## config.mk

```make
export PLATFORM = sky130hd
export DESIGN_NAME = ptbl_refill
export DESIGN_NICKNAME = d
export VERILOG_FILES = /design/src/hw/rtl/ptbl_pkg.sv /design/src/hw/rtl/ptbl_refill.sv
export SDC_FILE = /design/constraint.sdc
export NUM_CORES = 2
export LEC_CHECK = 0
export CAP_MARGIN = 0
export CORE_MARGIN = 3
export CORE_UTILIZATION = 60
export DETAILED_ROUTE_END_ITERATION = 6
export DONT_BUFFER_PORTS = 1
export GPL_TIMING_DRIVEN = 0
export PLACE_DENSITY_LB_ADDON = 0.1
export SETUP_SLACK_MARGIN = 0.5
export SLEW_MARGIN = 20
export SYNTH_ARGS = -nofsm -noshare
export SYNTH_HDL_FRONTEND = slang
export SYNTH_SLANG_ARGS = --single-unit
```

## constraint.sdc

```tcl
create_clock -name clk -period 8.48 [get_ports clk]
set_input_delay 0.424 -clock clk [delete_from_list [all_inputs] [get_ports clk]]
set_output_delay 0.424 -clock clk [all_outputs]
set_load 0.05 [all_outputs]
```

## src/hw/rtl/ptbl_pkg.sv

```systemverilog
// Shared types, constants and codes for the per-client token bucket limiter.
`default_nettype none
package ptbl_pkg;

	localparam int CLIENT_COUNT = 256;
	localparam int IDX_W        = $clog2(CLIENT_COUNT);

	localparam int TOKEN_W  = 32;
	localparam int TIME_W   = 32;
	localparam int FRAC_W   = 16;
	localparam int WHOLE_W  = TOKEN_W - FRAC_W;
	localparam int CFG_IDX_W = 8;
	localparam int CFG_DATA_W = 32;

	localparam logic [WHOLE_W-1:0] BURST_RESET  = WHOLE_W'(10);
	localparam logic [TOKEN_W-1:0] REFILL_RESET = TOKEN_W'(65536);

	localparam logic [CFG_IDX_W-1:0] CFG_BURST_CAPACITY  = CFG_IDX_W'(0);
	localparam logic [CFG_IDX_W-1:0] CFG_REFILL_PER_TICK = CFG_IDX_W'(1);

	localparam logic MODE_CHECK = 1'b0;
	localparam logic MODE_RESET = 1'b1;

	typedef enum logic [1:0] {
		ST_IDLE,
		ST_READ,
		ST_MUL,
		ST_WB
	} fsm_state_t;

	typedef struct packed {
		logic [TOKEN_W-1:0] tokens;
		logic [TIME_W-1:0]  stamp;
	} bucket_entry_t;

	typedef struct packed {
		logic               allowed;
		logic [TOKEN_W-1:0] tokens;
	} refill_result_t;

endpackage
`default_nettype wire

```

## src/hw/rtl/ptbl_refill.sv

```systemverilog
// Refill datapath: registered multiply, then add, clamp and token take.
`default_nettype none
module ptbl_refill import ptbl_pkg::*; (
	input  wire logic               clk,
	input  wire logic [TOKEN_W-1:0] base_tokens,
	input  wire logic [TIME_W-1:0]  elapsed,
	input  wire logic [TOKEN_W-1:0] rate,
	input  wire logic [TOKEN_W-1:0] cap,
	output refill_result_t          result
);

	localparam int PROD_W  = TIME_W + TOKEN_W;
	localparam int LEVEL_W = PROD_W + 1;

	logic [PROD_W-1:0]  prod_s1;
	logic [TOKEN_W-1:0] base_s1;
	logic [TOKEN_W-1:0] cap_s1;
	refill_result_t     result_s2;

	logic [LEVEL_W-1:0] level;
	logic [TOKEN_W-1:0] clamped;
	refill_result_t     next_result;

	always_ff @(posedge clk) begin
		prod_s1 <= PROD_W'(elapsed) * PROD_W'(rate);
		base_s1 <= base_tokens;
		cap_s1  <= cap;
	end

	always_comb begin
		level   = LEVEL_W'(base_s1) + LEVEL_W'(prod_s1);
		clamped = (level > LEVEL_W'(cap_s1)) ? cap_s1 : level[TOKEN_W-1:0];
		// At least one whole token is present when the integer part is nonzero.
		next_result.allowed = |clamped[TOKEN_W-1:FRAC_W];
		next_result.tokens  = clamped;
		if (next_result.allowed) begin
			next_result.tokens[TOKEN_W-1:FRAC_W] = clamped[TOKEN_W-1:FRAC_W] - WHOLE_W'(1);
		end
	end

	always_ff @(posedge clk) begin
		result_s2 <= next_result;
	end

	assign result = result_s2;

endmodule
`default_nettype wire
```

==> results.rst <==
.. list-table::
   :header-rows: 1

   * - Metric
     - Value
   * - Synthesis-to-finish area growth
     - 7.91%
   * - Estimated wirelength of the detail-placed design
     - 120000 um
   * - Number of synthesized flops with an enable pin
     - 0
   * - TritonCTS clock tree
     - done
   * - Data arrival time of the worst path
     - ~8 ns
   * - Reg-to-reg critical path startpoint
     - prod_s1[7]
   * - Register area
     - approximately 3200 um2
   * - Number of antenna violations at the first check in global routing
     - 8
   * - Status
     - finished, violations left
   * - Die footprint
     - 71600 um2
   * - Compound-cell area share of the yosys netlist
     - 0.0670
   * - Number of placed instances with taps included
     - 5395
   * - Fraction of layout cells with a size suffix above 1
     - 0.0673
   * - CTS sink cnt
     - 161
   * - FF-to-FF path depth
     - 30
   * - Number of non-filler instances in the completed layout
     - 5517
   * - Xor and xnor area share after synthesis
     - 0.0218
   * - Number of levels the H-tree was split into
     - 4
   * - Post-layout minimum cycle time
     - 7.85 ns
   * - Mux share of post-synthesis cell area
     - 0.00555
   * - Most Frequent Cell on Critical Path
     - fa_1
   * - Clock Root Buffer
     - clkbuf_16
   * - Total grt overflow
     - 0
   * - Start point of the worst hold path
     - rate[0]
   * - Final core utilization
     - 0.656
   * - Required time of the critical path
     - 8.87 ns
   * - CP Launch Point
     - rate[31]
   * - Detailed-router iteration count before antenna repair
     - 7
   * - Fillers
     - 5847
   * - Total GRT Usage
     - 0.414
   * - I/O Buffers
     - 0
   * - Pin count of the biggest net entering global routing
     - 19
   * - CP Class
     - in2reg
   * - Total wirelength of the detailed-routed design
     - 146000 um
   * - Final critical-path share of the clock period
     - 0.926
   * - Setup repair after global routing missed its margin
     - yes
   * - Number of core rows
     - 95
   * - Number of DRC violations after detailed routing
     - 2
   * - Kind of capture point of the worst setup path
     - flip-flop
   * - Global-route wire length before repair
     - roughly 210000 um
   * - Most frequent standard cell in the layout excluding fill and tap cells
     - inv_1
   * - Proportion of synthesized chip area in sequential cells
     - 0.0785
   * - Footprint of the multi-input gates
     - roughly 34000 um2
   * - Simple logic cell fraction of the synthesized area
     - 0.186
   * - Top library cells by usage in the layout, fill and taps aside
     - inv_1 (896), fa_1 (893), and2_1 (582)
   * - Skew-Pair Late Insertion Delay
     - 0.46 ns
   * - Combinational family with the most area after synthesis
     - adder cells
   * - Unique masters post-synth
     - 83
   * - Violated checks
     - design-rule violations
   * - Slew at the pin with the worst max-slew slack
     - between 1 and 1.5 ns
   * - Setup crit start kind
     - input pin
   * - Commonest register cell after synthesis
     - dfxtp_1
   * - Setup violators final
     - 0
   * - Effective utilization at floorplan
     - 0.608
   * - CP max stage cell
     - clkbuf_1
   * - Total core area
     - 67500 um2
   * - Chip width
     - 268 um
   * - Total CTS buffers
     - 17
   * - Maximum fanout along the worst path
     - 10
   * - Vias per cell
     - 6.12
   * - Fmax achieved
     - 127 MHz
   * - Count of nets after finishing
     - 5976
   * - CP max stage delay
     - 0.58 ns
   * - Clock Pin Slew Worst Setup and Hold Paths
     - 0.08 ns
   * - Type of the worst min-delay path
     - in2reg
   * - Total number of vias
     - 33800
   * - Number of max-cap violations
     - 0
   * - Final clock skew
     - 0.0159 ns
   * - Global placement routability congestion
     - 1.06
   * - Max clock buf depth
     - 2
   * - Post-synthesis instance area
     - between 40000 and 50000 um2
   * - Number of hold violations in the final report
     - 0
   * - Total I/O pin count
     - 162
   * - Adder and majority cell fraction of the synthesized area
     - 0.538
   * - Average cell area after synthesis
     - 9.07 um2
   * - Number of global-route vias before repair
     - 34500
   * - Synth Register Bits
     - 161
   * - Antenna viol nets, final
     - 0
   * - Asr flop ratio synth
     - 0
   * - Final count of pins violating max slew
     - 0
   * - Worst rel slew slack
     - 0.249
   * - Violation count after the first detailed-route iteration
     - approximately 3200
   * - Total nets after synthesis
     - 5876
   * - Synthesized instance count
     - between 4000 and 5000
   * - Avg WL per Cell
     - 26.5 um
   * - Die boundary height
     - 268 um
   * - Number of warnings issued by yosys
     - 0
   * - Depth of the worst hold-timing path
     - 1
-- per-stage QoR --
stage | cell area, um2 | setup slack (ns) | hold WS, ns | TNS, ns
after floorplan | 41000 | 0.537 | 0.432 | 0
after global placement | 42100 | -1.24 | 0.452 | -8.69
after detailed placement | 42100 | -1.24 | 0.452 | -8.76
after CTS | 43800 | 0.503 | 0.0742 | 0
after global routing | 44300 | 0.392 | 0.0870 | 0
final | 44300 | 0.629 | 0.0836 | 0
-- final timing paths --
kind                                    end  slack [ns]
worst max-delay path            prod_s1[61]        0.63
worst max register to register   result[17]        0.70
worst min register to register   result[15]        0.48
worst min-delay path             prod_s1[0]        0.08
-- sequential cells by signal, indices dropped and copies added, names as in the netlist --
signal	flops
prod_s1	64
result	33
base_s1	32
cap_s1	32
-- Yosys cell counts, types with 8 or more instances --
master / instances / area, um2
inv_1: 900 / 3380
fa_1: 897 / 18000
and2_1: 591 / 3700
nand2_1: 524 / 1970
ha_1: 328 / 4100
clkbuf_1: 221 / 830
dfxtp_1: 161 / 3220
a21oi_1: 123 / 616
nor2_1: 96 / 360
o21ai_0: 80 / 400
xnor2_1: 73 / 639
nand3_1: 60 / 300
a21o_1: 53 / 398
nand4_1: 43 / 269
xor2_1: 29 / 254
nor3_1: 25 / 125
a31oi_1: 21 / 131
nor4_1: 21 / 131
a211oi_1: 16 / 120
and3_1: 16 / 100
nand2b_1: 16 / 100
or3_1: 15 / 93.8
o21bai_1: 13 / 97.6
o211ai_1: 11 / 82.6
o21a_1: 10 / 75.1
mux2_2: 9 / 101
or4_1: 9 / 67.6
and4_1: 8 / 70.1
o31ai_1: 8 / 60.1
-- metal layers --
metal,up-vias,share of wire,global-route usage
li1,14000,-,-
met2,2129,0.45,0.644
met5,-,0.00094,0.00946
met4,8,0.083,0.274
met1,17000,0.36,0.509
met3,631,0.12,0.111
-- repair_timing --
item / CTS / global route
hold buffers: 64 / 0
hold endpoints to repair: 64 / 0
endpoints found under the setup margin: 39 / 30
gates resized for setup: 162 / 297
buffers inserted: 5 / 11
pin swaps: 12 / 22
cloned: 0 / 1
-- worst max-delay path: cells and delay by family --
family	cells	cell delay (ns)
AOI/OAI and AO/OA	7	1.33
adders and majority gates	9	4.34
xor gates and xnor gates	1	0.13
and+or+nand+nor	5	1.07
buffers and inverters	3	0.93
-- cells by family after synthesis --
kind of cell	count (synthesis)
AND/OR/NAND/NOR	1466
XOR/XNOR	102
buffers and inverters	1128
adder cells (fa/ha/maj)	1225
multiplexers	21
flip-flops	161
AO/OA/AOI/OAI	419
-- layout make-up --
| class | count | share of cell area |
|---|---|---|
| multi-input combinational | 3233 | 0.764 |
| antenna | 9 | 0.000509 |
| sequential | 161 | 0.0728 |
| timing repair buffer | 81 | 0.0174 |
| clock inverter | 15 | 0.00370 |
| tap | 873 | 0.0247 |
| clock buffer | 17 | 0.00961 |
| inverter | 900 | 0.0763 |
| buffer | 228 | 0.0313 |
Power is left out: the tool's default activity adds up to more than one toggle a clock period on the data nets, which glitch-free logic cannot reach.
